### src/design/versioned_block_stream_framer_unit_defines.svh
// ----------------------------------------------------------------------------
// Versioned block stream framer: assertion macros
// Shared property shorthands; every use expects i_clk and i_rst_n in scope.
// ----------------------------------------------------------------------------
`ifndef VERSIONED_BLOCK_STREAM_FRAMER_UNIT_DEFINES_SVH
`define VERSIONED_BLOCK_STREAM_FRAMER_UNIT_DEFINES_SVH

// Same-cycle implication, disabled while in reset
`define VBSF_ASSERT_SAME(label, ante, cons, msg) \
    label: assert property (@(posedge i_clk) disable iff (!i_rst_n) (ante) |-> (cons)) \
        else $error(msg);

// Next-cycle implication, disabled while in reset
`define VBSF_ASSERT_NEXT(label, ante, cons, msg) \
    label: assert property (@(posedge i_clk) disable iff (!i_rst_n) (ante) |=> (cons)) \
        else $error(msg);

`endif

### src/design/vbsf_pkg.sv
// ----------------------------------------------------------------------------
// vbsf_pkg
// Types, constants and CRC helpers shared by the block stream framer.
// ----------------------------------------------------------------------------
package vbsf_pkg;

    // Default geometry
    localparam int unsigned DATA_BYTES_PER_BLOCK_DEF = 60;
    localparam int unsigned NUM_BLOCKS_DEF           = 64;

    // Field widths
    localparam int unsigned LEN_W        = 11;
    localparam int unsigned VER_W        = 16;
    localparam int unsigned START_W      = 6;
    localparam int unsigned START_BLOCKS = 1 << START_W;
    localparam int unsigned BIDX_W       = 6;
    localparam int unsigned WIDX_W       = 4;
    localparam int unsigned WORD_W       = 32;
    localparam int unsigned S_TDATA_W    = 8;
    localparam int unsigned M_FIELDS_W   = BIDX_W + WIDX_W + WORD_W;
    localparam int unsigned M_TDATA_W    = ((M_FIELDS_W + 7) / 8) * 8;
    localparam int unsigned M_PAD_W      = M_TDATA_W - M_FIELDS_W;
    localparam int unsigned CFG_ADDR_W   = 2;
    localparam int unsigned CFG_DATA_W   = 16;
    // block byte position; holds DATA_BYTES_PER_BLOCK + 3 for any block size up to 252
    localparam int unsigned POS_W        = 8;

    // CRC constants
    localparam logic [15:0] CRC16_POLY = 16'h1021;
    localparam logic [15:0] CRC16_INIT = 16'hFFFF;
    localparam logic [31:0] CRC32_POLY = 32'hEDB88320;
    localparam logic [31:0] CRC32_INIT = 32'hFFFFFFFF;

    // Length header counts itself and the trailing CRC-32
    localparam logic [LEN_W:0] FRAME_OVERHEAD = (LEN_W + 1)'(8);

    // Configuration register indexes
    typedef enum logic [CFG_ADDR_W-1:0] {
        CFG_PAYLOAD_LENGTH = 2'd0,
        CFG_STREAM_VERSION = 2'd1,
        CFG_START_BLOCK    = 2'd2
    } t_cfg_reg;

    // Controller states
    typedef enum logic [1:0] {
        ST_IDLE,
        ST_STEP,
        ST_ERROR
    } t_state;

    // Origin of the stream byte being placed
    typedef enum logic [3:0] {
        SRC_HDR0,
        SRC_HDR1,
        SRC_HDR2,
        SRC_HDR3,
        SRC_DATA,
        SRC_CRC0,
        SRC_CRC1,
        SRC_CRC2,
        SRC_CRC3,
        SRC_PAD
    } t_src;

    // Part of the block the current byte fills
    typedef enum logic [2:0] {
        PH_VER_HI,
        PH_VER_LO,
        PH_BYTE,
        PH_CRC_HI,
        PH_CRC_LO
    } t_phase;

    // Controller to datapath
    typedef struct packed {
        logic             load;        // latch the accepted item
        logic             step;        // place one block byte
        t_src             src;
        t_phase           phase;
        logic [POS_W-1:0] pos;         // byte offset inside the block
        logic             emit;        // this byte completes a word
        logic             eos;         // word is the last of the stream
        logic             err;         // emit the too-large result
        logic             stream_end;  // return stream state to reset
    } t_dp_cmd;

    // Datapath to controller
    typedef struct packed {
        logic [LEN_W-1:0] eff_len;
        logic             too_large;
        logic             out_free;
    } t_dp_stat;

    // CRC-16/CCITT-FALSE, one byte, MSB first
    function automatic logic [15:0] crc16_byte(input logic [15:0] crc, input logic [7:0] b);
        logic [15:0] c;
        c = crc ^ {b, 8'h00};
        for (int i = 0; i < 8; i++) begin
            c = c[15] ? ((c << 1) ^ CRC16_POLY) : (c << 1);
        end
        return c;
    endfunction

    // CRC-32 reflected, one byte, LSB first
    function automatic logic [31:0] crc32_byte(input logic [31:0] crc, input logic [7:0] b);
        logic [31:0] c;
        c = crc ^ {24'h000000, b};
        for (int i = 0; i < 8; i++) begin
            c = c[0] ? ((c >> 1) ^ CRC32_POLY) : (c >> 1);
        end
        return c;
    endfunction

endpackage

### src/design/vbsf_ctrl.sv
// ----------------------------------------------------------------------------
// vbsf_ctrl
// Sequencer: walks header, payload, CRC-32 and padding bytes through the block
// layout, one block byte per cycle unless output is full; counts stream bytes.
// ----------------------------------------------------------------------------
`include "versioned_block_stream_framer_unit_defines.svh"

module vbsf_ctrl import vbsf_pkg::*; #(
    parameter int unsigned DATA_BYTES_PER_BLOCK = DATA_BYTES_PER_BLOCK_DEF
) (
    input  logic     i_clk,
    input  logic     i_rst_n,
    input  logic     s_axis_tvalid,
    output logic     s_axis_tready,
    input  t_dp_stat i_stat,
    output t_dp_cmd  o_cmd
);

    localparam int unsigned OFF_W = $clog2(DATA_BYTES_PER_BLOCK);
    localparam logic [POS_W-1:0] POS_CRC_HI = POS_W'(DATA_BYTES_PER_BLOCK + 2);
    localparam logic [POS_W-1:0] POS_CRC_LO = POS_W'(DATA_BYTES_PER_BLOCK + 3);
    localparam logic [OFF_W-1:0] OFF_LAST   = OFF_W'(DATA_BYTES_PER_BLOCK - 1);

    t_state           r_state,  n_state;
    t_src             r_src,    n_src;
    t_phase           r_phase,  n_phase;
    logic [OFF_W-1:0] r_offset, n_offset;
    logic [LEN_W-1:0] r_count,  n_count;
    logic             r_failed, n_failed;
    logic             r_end,    n_end;

    logic [POS_W-1:0] w_pos;
    logic             w_emit;
    logic             w_full;
    logic [OFF_W-1:0] w_off_new;
    logic [LEN_W:0]   w_cnt_inc;
    logic             w_cnt_end;
    t_src             w_adv_src;
    logic             w_adv_more;
    logic             w_adv_finish;

    // Block position of the current byte
    always_comb begin
        case (r_phase)
            PH_VER_HI: w_pos = '0;
            PH_VER_LO: w_pos = POS_W'(1);
            PH_BYTE:   w_pos = POS_W'(r_offset) + POS_W'(2);
            PH_CRC_HI: w_pos = POS_CRC_HI;
            PH_CRC_LO: w_pos = POS_CRC_LO;
            default:   w_pos = '0;
        endcase
    end

    assign w_emit    = (w_pos[1:0] == 2'b11) || (w_pos == POS_CRC_LO);
    assign w_full    = (r_offset == OFF_LAST);
    assign w_off_new = (r_phase == PH_BYTE) ? (w_full ? '0 : r_offset + OFF_W'(1)) : r_offset;

    // Stream byte count and end detection for the next accepted item
    assign w_cnt_inc = {1'b0, r_count} + (LEN_W + 1)'(1);
    assign w_cnt_end = (w_cnt_inc >= {1'b0, i_stat.eff_len});

    // Pick the stream byte that follows the current one
    always_comb begin
        w_adv_src    = r_src;
        w_adv_more   = 1'b1;
        w_adv_finish = 1'b0;
        case (r_src)
            SRC_HDR0: w_adv_src = SRC_HDR1;
            SRC_HDR1: w_adv_src = SRC_HDR2;
            SRC_HDR2: w_adv_src = SRC_HDR3;
            SRC_HDR3: w_adv_src = SRC_DATA;
            SRC_DATA: begin
                w_adv_src  = SRC_CRC0;
                w_adv_more = r_end;
            end
            SRC_CRC0: w_adv_src = SRC_CRC1;
            SRC_CRC1: w_adv_src = SRC_CRC2;
            SRC_CRC2: w_adv_src = SRC_CRC3;
            SRC_CRC3, SRC_PAD: begin
                w_adv_src    = SRC_PAD;
                w_adv_more   = (w_off_new != '0);
                w_adv_finish = (w_off_new == '0);
            end
            default: w_adv_more = 1'b0;
        endcase
    end

    // Next state and commands
    always_comb begin
        n_state  = r_state;
        n_src    = r_src;
        n_phase  = r_phase;
        n_offset = r_offset;
        n_count  = r_count;
        n_failed = r_failed;
        n_end    = r_end;

        s_axis_tready    = 1'b0;
        o_cmd.load       = 1'b0;
        o_cmd.step       = 1'b0;
        o_cmd.src        = r_src;
        o_cmd.phase      = r_phase;
        o_cmd.pos        = w_pos;
        o_cmd.emit       = w_emit;
        o_cmd.eos        = w_emit && (r_phase == PH_CRC_LO)
                           && ((r_src == SRC_CRC3) || (r_src == SRC_PAD));
        o_cmd.err        = 1'b0;
        o_cmd.stream_end = 1'b0;

        case (r_state)
            ST_IDLE: begin
                s_axis_tready = 1'b1;
                if (s_axis_tvalid) begin
                    o_cmd.load = 1'b1;
                    n_end      = w_cnt_end;
                    n_count    = w_cnt_end ? '0 : w_cnt_inc[LEN_W-1:0];
                    if ((r_count == '0) && i_stat.too_large) begin
                        n_state = ST_ERROR;
                    end else if (r_failed) begin
                        // drop the byte; close the failed stream on its last byte
                        if (w_cnt_end) begin
                            n_failed         = 1'b0;
                            o_cmd.stream_end = 1'b1;
                        end
                    end else begin
                        n_src   = (r_count == '0) ? SRC_HDR0 : SRC_DATA;
                        n_phase = (r_offset == '0) ? PH_VER_HI : PH_BYTE;
                        n_state = ST_STEP;
                    end
                end
            end

            ST_ERROR: begin
                if (i_stat.out_free) begin
                    o_cmd.err = 1'b1;
                    n_state   = ST_IDLE;
                    if (r_end) begin
                        n_failed         = 1'b0;
                        o_cmd.stream_end = 1'b1;
                    end else begin
                        n_failed = 1'b1;
                    end
                end
            end

            ST_STEP: begin
                // hold while a finished word cannot be handed over
                if (!w_emit || i_stat.out_free) begin
                    o_cmd.step = 1'b1;
                    case (r_phase)
                        PH_VER_HI: n_phase = PH_VER_LO;
                        PH_VER_LO: n_phase = PH_BYTE;
                        PH_CRC_HI: n_phase = PH_CRC_LO;
                        default: begin
                            if (r_phase == PH_BYTE) begin
                                n_offset = w_off_new;
                            end
                            if ((r_phase == PH_BYTE) && w_full) begin
                                n_phase = PH_CRC_HI;
                            end else if (w_adv_more) begin
                                n_src   = w_adv_src;
                                n_phase = (w_off_new == '0) ? PH_VER_HI : PH_BYTE;
                            end else begin
                                n_state = ST_IDLE;
                                if (w_adv_finish) begin
                                    n_offset         = '0;
                                    o_cmd.stream_end = 1'b1;
                                end
                            end
                        end
                    endcase
                end
            end

            default: n_state = ST_IDLE;
        endcase
    end

    // State registers
    always_ff @(posedge i_clk) begin
        if (!i_rst_n) begin
            r_state  <= ST_IDLE;
            r_src    <= SRC_HDR0;
            r_phase  <= PH_VER_HI;
            r_offset <= '0;
            r_count  <= '0;
            r_failed <= 1'b0;
            r_end    <= 1'b0;
        end else begin
            r_state  <= n_state;
            r_src    <= n_src;
            r_phase  <= n_phase;
            r_offset <= n_offset;
            r_count  <= n_count;
            r_failed <= n_failed;
            r_end    <= n_end;
        end
    end

    `VBSF_ASSERT_SAME(a_emit_has_room, o_cmd.step && o_cmd.emit, i_stat.out_free,
        "word placed while output register is full")
    `VBSF_ASSERT_SAME(a_eos_closes_stream, o_cmd.step && o_cmd.eos, o_cmd.stream_end,
        "last stream word without stream close")
    `VBSF_ASSERT_NEXT(a_close_to_idle, o_cmd.stream_end,
        (r_state == ST_IDLE) && (r_offset == '0) && (r_count == '0),
        "stream close left sequencer busy or mid-block")

endmodule

### src/design/vbsf_dp.sv
// ----------------------------------------------------------------------------
// vbsf_dp
// Datapath: configuration registers, CRC-32 and CRC-16 engines, word
// assembly, block index arithmetic and the output register.
// ----------------------------------------------------------------------------
`include "versioned_block_stream_framer_unit_defines.svh"

module vbsf_dp import vbsf_pkg::*; #(
    parameter int unsigned DATA_BYTES_PER_BLOCK = DATA_BYTES_PER_BLOCK_DEF,
    parameter int unsigned NUM_BLOCKS           = NUM_BLOCKS_DEF
) (
    input  logic                  i_clk,
    input  logic                  i_rst_n,
    input  logic                  i_cfg_valid,
    input  logic [CFG_ADDR_W-1:0] i_cfg_addr,
    input  logic [CFG_DATA_W-1:0] i_cfg_data,
    input  logic [S_TDATA_W-1:0]  s_axis_tdata,
    input  logic                  m_axis_tready,
    input  t_dp_cmd               i_cmd,
    output t_dp_stat              o_stat,
    output logic                  o_out_valid,
    output logic [BIDX_W-1:0]     o_out_bidx,
    output logic [WIDX_W-1:0]     o_out_widx,
    output logic [WORD_W-1:0]     o_out_word,
    output logic                  o_out_eos,
    output logic                  o_out_tl
);

    localparam int unsigned BD_W      = $clog2(NUM_BLOCKS);
    localparam int unsigned MAX_TOTAL = DATA_BYTES_PER_BLOCK * (NUM_BLOCKS / 2);
    localparam logic [BD_W-1:0] BD_LAST = BD_W'(NUM_BLOCKS - 1);

    logic [LEN_W-1:0]   r_len;
    logic [VER_W-1:0]   r_version;
    logic [START_W-1:0] r_start;
    logic [7:0]         r_byte;
    logic [31:0]        r_stream_crc;
    logic [15:0]        r_block_crc;
    logic [31:0]        r_ws;
    logic [BD_W-1:0]    r_blocks_done;

    logic               r_out_valid;
    logic [BIDX_W-1:0]  r_out_bidx;
    logic [WIDX_W-1:0]  r_out_widx;
    logic [WORD_W-1:0]  r_out_word;
    logic               r_out_eos;
    logic               r_out_tl;

    logic [LEN_W-1:0]   w_eff_len;
    logic [LEN_W:0]     w_total;
    logic [31:0]        w_crc_out;
    logic [7:0]         w_byte;
    logic               w_crc32_upd;
    logic               w_crc16_upd;
    logic [31:0]        w_ws_new;
    logic [31:0]        w_word;
    logic [BD_W-1:0]    w_smod_tab [START_BLOCKS];
    logic [BD_W:0]      w_bsum;
    logic [BD_W-1:0]    w_bidx;
    logic               w_out_load;

    // Configuration writes
    always_ff @(posedge i_clk) begin
        if (!i_rst_n) begin
            r_len     <= LEN_W'(1);
            r_version <= '0;
            r_start   <= '0;
        end else if (i_cfg_valid) begin
            case (t_cfg_reg'(i_cfg_addr))
                CFG_PAYLOAD_LENGTH: r_len     <= i_cfg_data[LEN_W-1:0];
                CFG_STREAM_VERSION: r_version <= i_cfg_data[VER_W-1:0];
                CFG_START_BLOCK:    r_start   <= i_cfg_data[START_W-1:0];
                default: ;
            endcase
        end
    end

    // Length header and size check
    assign w_eff_len = (r_len == '0) ? LEN_W'(1) : r_len;
    assign w_total   = {1'b0, w_eff_len} + FRAME_OVERHEAD;
    assign w_crc_out = ~r_stream_crc;

    assign o_stat.eff_len   = w_eff_len;
    assign o_stat.too_large = (32'(w_total) > MAX_TOTAL);
    assign o_stat.out_free  = !r_out_valid || m_axis_tready;

    // Select the block byte
    always_comb begin
        case (i_cmd.phase)
            PH_VER_HI: w_byte = r_version[15:8];
            PH_VER_LO: w_byte = r_version[7:0];
            PH_CRC_HI: w_byte = r_block_crc[15:8];
            PH_CRC_LO: w_byte = r_block_crc[7:0];
            default: begin
                case (i_cmd.src)
                    SRC_HDR2: w_byte = 8'(w_total >> 8);
                    SRC_HDR3: w_byte = w_total[7:0];
                    SRC_DATA: w_byte = r_byte;
                    SRC_CRC0: w_byte = w_crc_out[31:24];
                    SRC_CRC1: w_byte = w_crc_out[23:16];
                    SRC_CRC2: w_byte = w_crc_out[15:8];
                    SRC_CRC3: w_byte = w_crc_out[7:0];
                    default:  w_byte = 8'h00;
                endcase
            end
        endcase
    end

    assign w_crc32_upd = (i_cmd.phase == PH_BYTE)
                         && ((i_cmd.src == SRC_HDR0) || (i_cmd.src == SRC_HDR1)
                             || (i_cmd.src == SRC_HDR2) || (i_cmd.src == SRC_HDR3)
                             || (i_cmd.src == SRC_DATA));
    assign w_crc16_upd = (i_cmd.phase == PH_VER_HI) || (i_cmd.phase == PH_VER_LO)
                         || (i_cmd.phase == PH_BYTE);

    // Word assembly: left-align a short last word
    assign w_ws_new = {r_ws[23:0], w_byte};
    assign w_word   = w_ws_new << {~i_cmd.pos[1:0], 3'b000};

    // Start block reduced modulo block count, one entry per start value
    for (genvar g = 0; g < START_BLOCKS; g++) begin : g_smod
        localparam int unsigned SMOD = g % NUM_BLOCKS;
        assign w_smod_tab[g] = BD_W'(SMOD);
    end

    assign w_bsum = {1'b0, w_smod_tab[r_start]} + {1'b0, r_blocks_done};
    assign w_bidx = (w_bsum >= (BD_W + 1)'(NUM_BLOCKS))
                    ? BD_W'(w_bsum - (BD_W + 1)'(NUM_BLOCKS)) : w_bsum[BD_W-1:0];

    // Latch the accepted byte
    always_ff @(posedge i_clk) begin
        if (i_cmd.load) begin
            r_byte <= s_axis_tdata;
        end
    end

    // Stream and block state
    always_ff @(posedge i_clk) begin
        if (!i_rst_n) begin
            r_stream_crc  <= CRC32_INIT;
            r_block_crc   <= CRC16_INIT;
            r_ws          <= '0;
            r_blocks_done <= '0;
        end else if (i_cmd.stream_end) begin
            r_stream_crc  <= CRC32_INIT;
            r_block_crc   <= CRC16_INIT;
            r_ws          <= '0;
            r_blocks_done <= '0;
        end else if (i_cmd.step) begin
            if (w_crc32_upd) begin
                r_stream_crc <= crc32_byte(r_stream_crc, w_byte);
            end
            if (w_crc16_upd) begin
                r_block_crc <= crc16_byte(r_block_crc, w_byte);
            end
            r_ws <= i_cmd.emit ? '0 : w_ws_new;
            // close the block
            if (i_cmd.phase == PH_CRC_LO) begin
                r_block_crc   <= CRC16_INIT;
                r_blocks_done <= (r_blocks_done == BD_LAST) ? '0 : r_blocks_done + BD_W'(1);
            end
        end
    end

    // Output register
    assign w_out_load = (i_cmd.step && i_cmd.emit) || i_cmd.err;

    always_ff @(posedge i_clk) begin
        if (!i_rst_n) begin
            r_out_valid <= 1'b0;
        end else if (w_out_load) begin
            r_out_valid <= 1'b1;
        end else if (m_axis_tready) begin
            r_out_valid <= 1'b0;
        end
    end

    always_ff @(posedge i_clk) begin
        if (i_cmd.err) begin
            r_out_bidx <= '0;
            r_out_widx <= '0;
            r_out_word <= '0;
            r_out_eos  <= 1'b0;
            r_out_tl   <= 1'b1;
        end else if (i_cmd.step && i_cmd.emit) begin
            r_out_bidx <= BIDX_W'(w_bidx);
            r_out_widx <= WIDX_W'(i_cmd.pos >> 2);
            r_out_word <= w_word;
            r_out_eos  <= i_cmd.eos;
            r_out_tl   <= 1'b0;
        end
    end

    assign o_out_valid = r_out_valid;
    assign o_out_bidx  = r_out_bidx;
    assign o_out_widx  = r_out_widx;
    assign o_out_word  = r_out_word;
    assign o_out_eos   = r_out_eos;
    assign o_out_tl    = r_out_tl;

    `VBSF_ASSERT_NEXT(a_block_crc_restart,
        i_cmd.step && (i_cmd.phase == PH_CRC_LO), r_block_crc == CRC16_INIT,
        "block CRC not restarted after block close")

endmodule

### src/design/versioned_block_stream_framer_unit.sv
// Usage
// Payload bytes enter on the s_axis channel, one per item. The first byte of a
// stream also pushes the 4-byte length header; the byte that reaches
// payload_length closes the stream, adding the CRC-32, zero padding and the
// final block CRC-16. Results leave on m_axis as 32-bit block words with
// block and word index in tdata, tlast on the last word of a stream and tuser
// set on the single too-large error item.
// Configuration is written through i_cfg_* while no stream byte is in flight;
// register 0 is payload_length, 1 stream_version, 2 start_block.
// The sequencer takes an item only while idle, and no new one until its block
// bytes are placed, one block byte per cycle while the output register has room.
// A payload byte adds 2 version bytes when it opens a block and 2 block CRC bytes
// when it closes one; the first byte adds 4 header bytes and the last 4 CRC bytes,
// padding to the block end and 2 block CRC bytes, plus 2 version bytes when the
// CRC bytes open a new block. A result is registered as its last byte is placed.
// Reset returns the configuration to payload_length 1, version 0, start
// block 0 and restarts the stream. When the receiver stalls, the finished
// word is held in the output register and the sequencer holds at the next
// word-completing byte; the input side stops accepting meanwhile.
// ----------------------------------------------------------------------------
// versioned_block_stream_framer_unit
// Frames a byte stream into versioned, CRC-protected storage block words.
// ----------------------------------------------------------------------------
module versioned_block_stream_framer_unit import vbsf_pkg::*; #(
    parameter int unsigned DATA_BYTES_PER_BLOCK = DATA_BYTES_PER_BLOCK_DEF,
    parameter int unsigned NUM_BLOCKS           = NUM_BLOCKS_DEF
) (
    input  logic                  i_clk,
    input  logic                  i_rst_n,
    // configuration write channel
    input  logic                  i_cfg_valid,
    output logic                  o_cfg_ready,
    input  logic [CFG_ADDR_W-1:0] i_cfg_addr,
    input  logic [CFG_DATA_W-1:0] i_cfg_data,
    // payload input
    input  logic                  s_axis_tvalid,
    output logic                  s_axis_tready,
    input  logic [S_TDATA_W-1:0]  s_axis_tdata,   // [7:0] data_byte
    // block word output
    output logic                  m_axis_tvalid,
    input  logic                  m_axis_tready,
    output logic [M_TDATA_W-1:0]  m_axis_tdata,   // [5:0] block_index, [9:6] word_index,
                                                  // [41:10] block_word, rest zero
    output logic                  m_axis_tlast,   // end_of_stream
    output logic                  m_axis_tuser    // too_large
);

    t_dp_cmd           w_cmd;
    t_dp_stat          w_stat;
    logic [BIDX_W-1:0] w_bidx;
    logic [WIDX_W-1:0] w_widx;
    logic [WORD_W-1:0] w_word;

    // Configuration is always taken
    assign o_cfg_ready = 1'b1;

    vbsf_ctrl #(
        .DATA_BYTES_PER_BLOCK(DATA_BYTES_PER_BLOCK)
    ) u_ctrl (
        .i_clk        (i_clk),
        .i_rst_n      (i_rst_n),
        .s_axis_tvalid(s_axis_tvalid),
        .s_axis_tready(s_axis_tready),
        .i_stat       (w_stat),
        .o_cmd        (w_cmd)
    );

    vbsf_dp #(
        .DATA_BYTES_PER_BLOCK(DATA_BYTES_PER_BLOCK),
        .NUM_BLOCKS          (NUM_BLOCKS)
    ) u_dp (
        .i_clk        (i_clk),
        .i_rst_n      (i_rst_n),
        .i_cfg_valid  (i_cfg_valid),
        .i_cfg_addr   (i_cfg_addr),
        .i_cfg_data   (i_cfg_data),
        .s_axis_tdata (s_axis_tdata),
        .m_axis_tready(m_axis_tready),
        .i_cmd        (w_cmd),
        .o_stat       (w_stat),
        .o_out_valid  (m_axis_tvalid),
        .o_out_bidx   (w_bidx),
        .o_out_widx   (w_widx),
        .o_out_word   (w_word),
        .o_out_eos    (m_axis_tlast),
        .o_out_tl     (m_axis_tuser)
    );

    // Pack result fields, lowest field first
    assign m_axis_tdata = {{M_PAD_W{1'b0}}, w_word, w_widx, w_bidx};

endmodule

### config.mk
export PLATFORM = sky130hd
export DESIGN_NAME = versioned_block_stream_framer_unit
export DESIGN_NICKNAME = d
export VERILOG_FILES = /design/src/design/vbsf_pkg.sv /design/src/design/vbsf_ctrl.sv /design/src/design/vbsf_dp.sv /design/src/design/versioned_block_stream_framer_unit.sv
export VERILOG_INCLUDE_DIRS = /design/src /design/src/design
export SDC_FILE = /design/constraint.sdc
export NUM_CORES = 1
export LEC_CHECK = 0
export ABC_CLOCK_PERIOD_IN_PS = 4200
export BUFFER_PORTS_ARGS = -buffer_cell sky130_fd_sc_hd__buf_2
export CORE_MARGIN = 2
export CORE_UTILIZATION = 29
export DETAILED_ROUTE_END_ITERATION = 10
export PLACE_DENSITY = 0.43
export SLEW_MARGIN = 20
export SYNTH_ARGS = -nofsm -noshare
export SYNTH_HDL_FRONTEND = slang
export SYNTH_SLANG_ARGS = --single-unit
### constraint.sdc
create_clock -name i_clk -period 4.2 [get_ports i_clk]
set_input_delay 0.42 -clock i_clk [delete_from_list [all_inputs] [get_ports i_clk]]
set_output_delay 0.42 -clock i_clk [all_outputs]
set_load 0.01 [all_outputs]
==> results by group <==
Route
  – Detailed Routing Iterations Pass 1: 7
  – Initial DRC Count: 455
  – Routed Antenna Nets: 0
  – Total wire length: 30070 um
  – DR vias: 8502
  – Vias per inst: 4.932
  – Post-DR wirelength/cell: 17.44 um
  – Drt drc: 0

Placement
  – Port bufs: 76
  – Placed Cells incl. Taps: 1692
  – Global placement routability congestion: 0.8162
  – Final HPWL DP: 21890 um

Min path
  – Worst Hold Class: input port to flip-flop

Synth
  – Mapped Cells: 1219
  – Register area share after synthesis: 37.61%
  – Synth area leaders: dfxtp_1, xnor2_1, nand2_1
  – Synth area leader: dfxtp_1
  – Post-synth cell types: 79
  – Mean Syn Cell Area: 8.558 um2
  – Async set-reset flop share out of synthesis: 0%
  – Warnings, synthesis: 0
  – Yosys top cell area share: 35.31%
  – Synth Register Bits: 192
  – EDFF count, synth: 8
  – Netlist area before placement: 10430 um2
  – Synth Flop Type: dfxtp_1

Floorplanning
  – Initial core utilization: 29.40%
  – I/O pin cnt: 84
  – Die height: 193.7 um
  – CORE AREA: 35480 um2
  – Die Width: 193.7 um
  – Num rows: 69
  – Die area: 37510 um2

Clock tree
  – Post-CTS setup buffers: 0
  – Hold-fix buffers, CTS: 0
  – CTS Buf Count: 17
  – H-tree levels: 4
  – Clock root buffer: clkbuf_16
  – Clk sinks: 192
  – Worst-path clk slew: 0.08 ns
  – Clock buffer depth: 2
  – CTS tree: yes
  – Clk_lat worst skew: 0.46 ns
  – Resized cells post-CTS: 0

Critical path
  – Setup crit end kind: flip-flop
  – CP most frequent cell: and3_1
  – Critical path type: flip-flop to flip-flop
  – Crit-path max FO: 24
  – Cells along the critical path: ha_1 -> and3_1 -> and3_1 -> nand3_1 -> xnor2_1 -> ha_1 -> a21oi_1 -> nor2b_1 -> o21ai_0 -> o2111ai_1 -> and3_1 -> or3_1 -> buf_4 -> nor2_1
  – Startpoint Class: flip-flop
  – Worst Path Arrival: 3.94 ns
  – Peak per-stage delay on the critical path: 0.49 ns
  – Critical-path top delay cell: or3_1
  – Worst Path Required: 4.59 ns

Final layout
  – Area of the multi-input gates: 6053 um2
  – Final Net Count: 1304
  – Final cell count without fillers: 1724
  – Fill count: 3714
  – Sequential Area: 3924 um2
  – Synthesis-to-layout area growth: 13.70%
  – Antenna Cells: 0
  – Layout cell share with drive strength beyond 1: 13.06%

Timing
  – Hold slack: 0.1404 ns
  – Tcrit/Tclk final: 84.58%
  – Max-slew violations: 0
  – Post-layout min period: 3.552 ns
  – RSZ-0062 raised after global routing: false
  – Final Hold Fails: 0
  – Tightest Pin Transition: 0.8609 ns
  – Clk_skew: 0.02385 ns
  – Fmax: 281.5 MHz
  – Rel. slew slack: 42.49%
  – Setup TNS: 0 ns
  – Final setup viols: 0

Run status
  – Status: complete, no violations

GRT
  – Initial antenna violation count: 0
  – Largest net degree at the start of global routing: 66
  – Grt ovf: 0
  – First-pass GRT wire length: 47540 um
  – Number of global-route vias before repair: 8134
  – GRT Resource Usage Total: 16.11%

Power
  – Power per cell area: 405.7 nW/um2
  – Worst VDD drop: 0.0002826 V
  – Leakage: 4.633 nW

Job
  – Max-cap violation count: 0
## registers in the layout (all words and copies together) (netlist names)
name                count
u_dp.o_out_bidx         6
u_dp.r_block_crc       16
u_ctrl.r_end            1
u_dp.o_out_eos          1
u_ctrl.r_count         11
u_ctrl.r_phase          3
u_dp.r_len             11
u_dp.o_out_valid        1
u_dp.o_out_word        32
u_ctrl.r_offset         6
u_dp.r_byte             8
u_ctrl.r_src            4
u_ctrl.r_failed         1
u_dp.r_start            6
u_dp.r_ws              24
u_dp.o_out_tl           1
u_dp.o_out_widx         4
u_dp.r_blocks_done      6
u_dp.r_stream_crc      32
u_dp.r_version         16
u_ctrl.r_state          2
## power by group
group	switching (mW)	leakage [nW]	internal (mW)
clock network	0.882	0.302	0.830
logic	0.594	2.76	0.500
registers	0.0960	1.57	1.91
total	1.57	4.63	3.24
## metrics by stage
stage               worst slack (ns)  total power, mW  cell area (um2)  util (%)
floorplan                     0.8539            2.881            10450         -
finish                        0.6478            4.812            11860     33.43
global route                  0.2667            5.062            11860     33.43
CTS                           0.6412            4.888            11860     33.43
global placement              0.7038            3.150            11240     31.67
detailed placement            0.6661            3.143            11240     31.67
## layer usage
metal	vias up	GRT usage, %	routed length (um)
met1	4021	22.29	15100
li1	4318	-	-
met3	23	2.818	883
met5	-	0	0
met4	0	4.382	451
met2	140	25.83	13640
## cells in the final DEF, fill, tap and decap left out, types with 5 or more instances in the layout
| cell | n |
|---|---|
| a211oi_1 | 24 |
| o22ai_1 | 16 |
| xor2_1 | 28 |
| mux2i_1 | 39 |
| or3_1 | 8 |
| a21o_1 | 10 |
| dfxtp_1 | 184 |
| nor2b_1 | 38 |
| nand2b_1 | 13 |
| o211ai_1 | 23 |
| inv_1 | 28 |
| nor4_1 | 8 |
| nor3_1 | 17 |
| clkbuf_16 | 17 |
| o21ai_1 | 7 |
| a21boi_0 | 21 |
| and3_1 | 9 |
| a21oi_1 | 63 |
| nand3b_1 | 5 |
| xnor2_1 | 69 |
| nor2_1 | 120 |
| edfxtp_1 | 8 |
| clkinv_8 | 7 |
| conb_1 | 7 |
| nand3_1 | 21 |
| o21ai_0 | 34 |
| buf_4 | 21 |
| ha_1 | 22 |
| and2_1 | 6 |
| a2bb2oi_1 | 7 |
| nand4_1 | 8 |
| a22oi_1 | 26 |
| nor3b_1 | 5 |
| nand2_1 | 160 |
| buf_2 | 76 |
| xnor2_2 | 7 |
## synth_stat cells, types with 9 or more instances
master / count
o211ai_1: 23
nor2b_1: 39
nand3_1: 21
dfxtp_1: 184
inv_1: 28
a211oi_1: 24
a21boi_0: 21
and3_1: 9
nor3_1: 19
xor2_1: 28
a22oi_1: 26
nor2_1: 120
nand2b_1: 13
ha_1: 22
a21oi_1: 64
o21ai_0: 34
o22ai_1: 16
buf_2: 13
mux2i_1: 39
a21o_1: 10
nand2_1: 160
clkbuf_1: 67
xnor2_1: 69
## worst paths after layout
check / from / end / slack, ns / cells after the start
hold reg to reg: u_dp.o_out_word[12] / u_dp.o_out_word[12] / 0.46 / 2
hold / removal: s_axis_tdata[7] / u_dp.r_byte[7] / 0.14 / 1
setup / recovery: u_ctrl.r_count[0] / u_dp.r_ws[22] / 0.65 / 14
setup reg to reg: u_ctrl.r_count[0] / u_dp.r_ws[22] / 0.65 / 14
## layout make-up
class	instances	share of cell area, %
Clock buffer	18	3.703
Clock inverter	14	1.561
Inverter	28	0.8861
Multi-Input combinational cell	912	51.03
Sequential cell	192	33.08
Tap cell	461	4.863
Timing Repair Buffer	99	4.873
## cell families after synthesis
kind of cell	synth area share (%)
flops	37.61
mux	4.174
simple gates	19.68
xor+xnor	11.57
buf+inv	4.797
fa+ha+maj	2.830
other cells	0.07199
compound gates	19.26
## worst max-delay path: cells and delay by family, from the launching register on
kind | cells | cell delay (ns)
simple gates | 7 | 1.53
fa+ha+maj | 2 | 0.54
compound gates | 3 | 0.51
flops | 1 | 0.41
buf+inv | 1 | 0.27
xor+xnor | 1 | 0.22
Power figures use the tool's default switching activity.
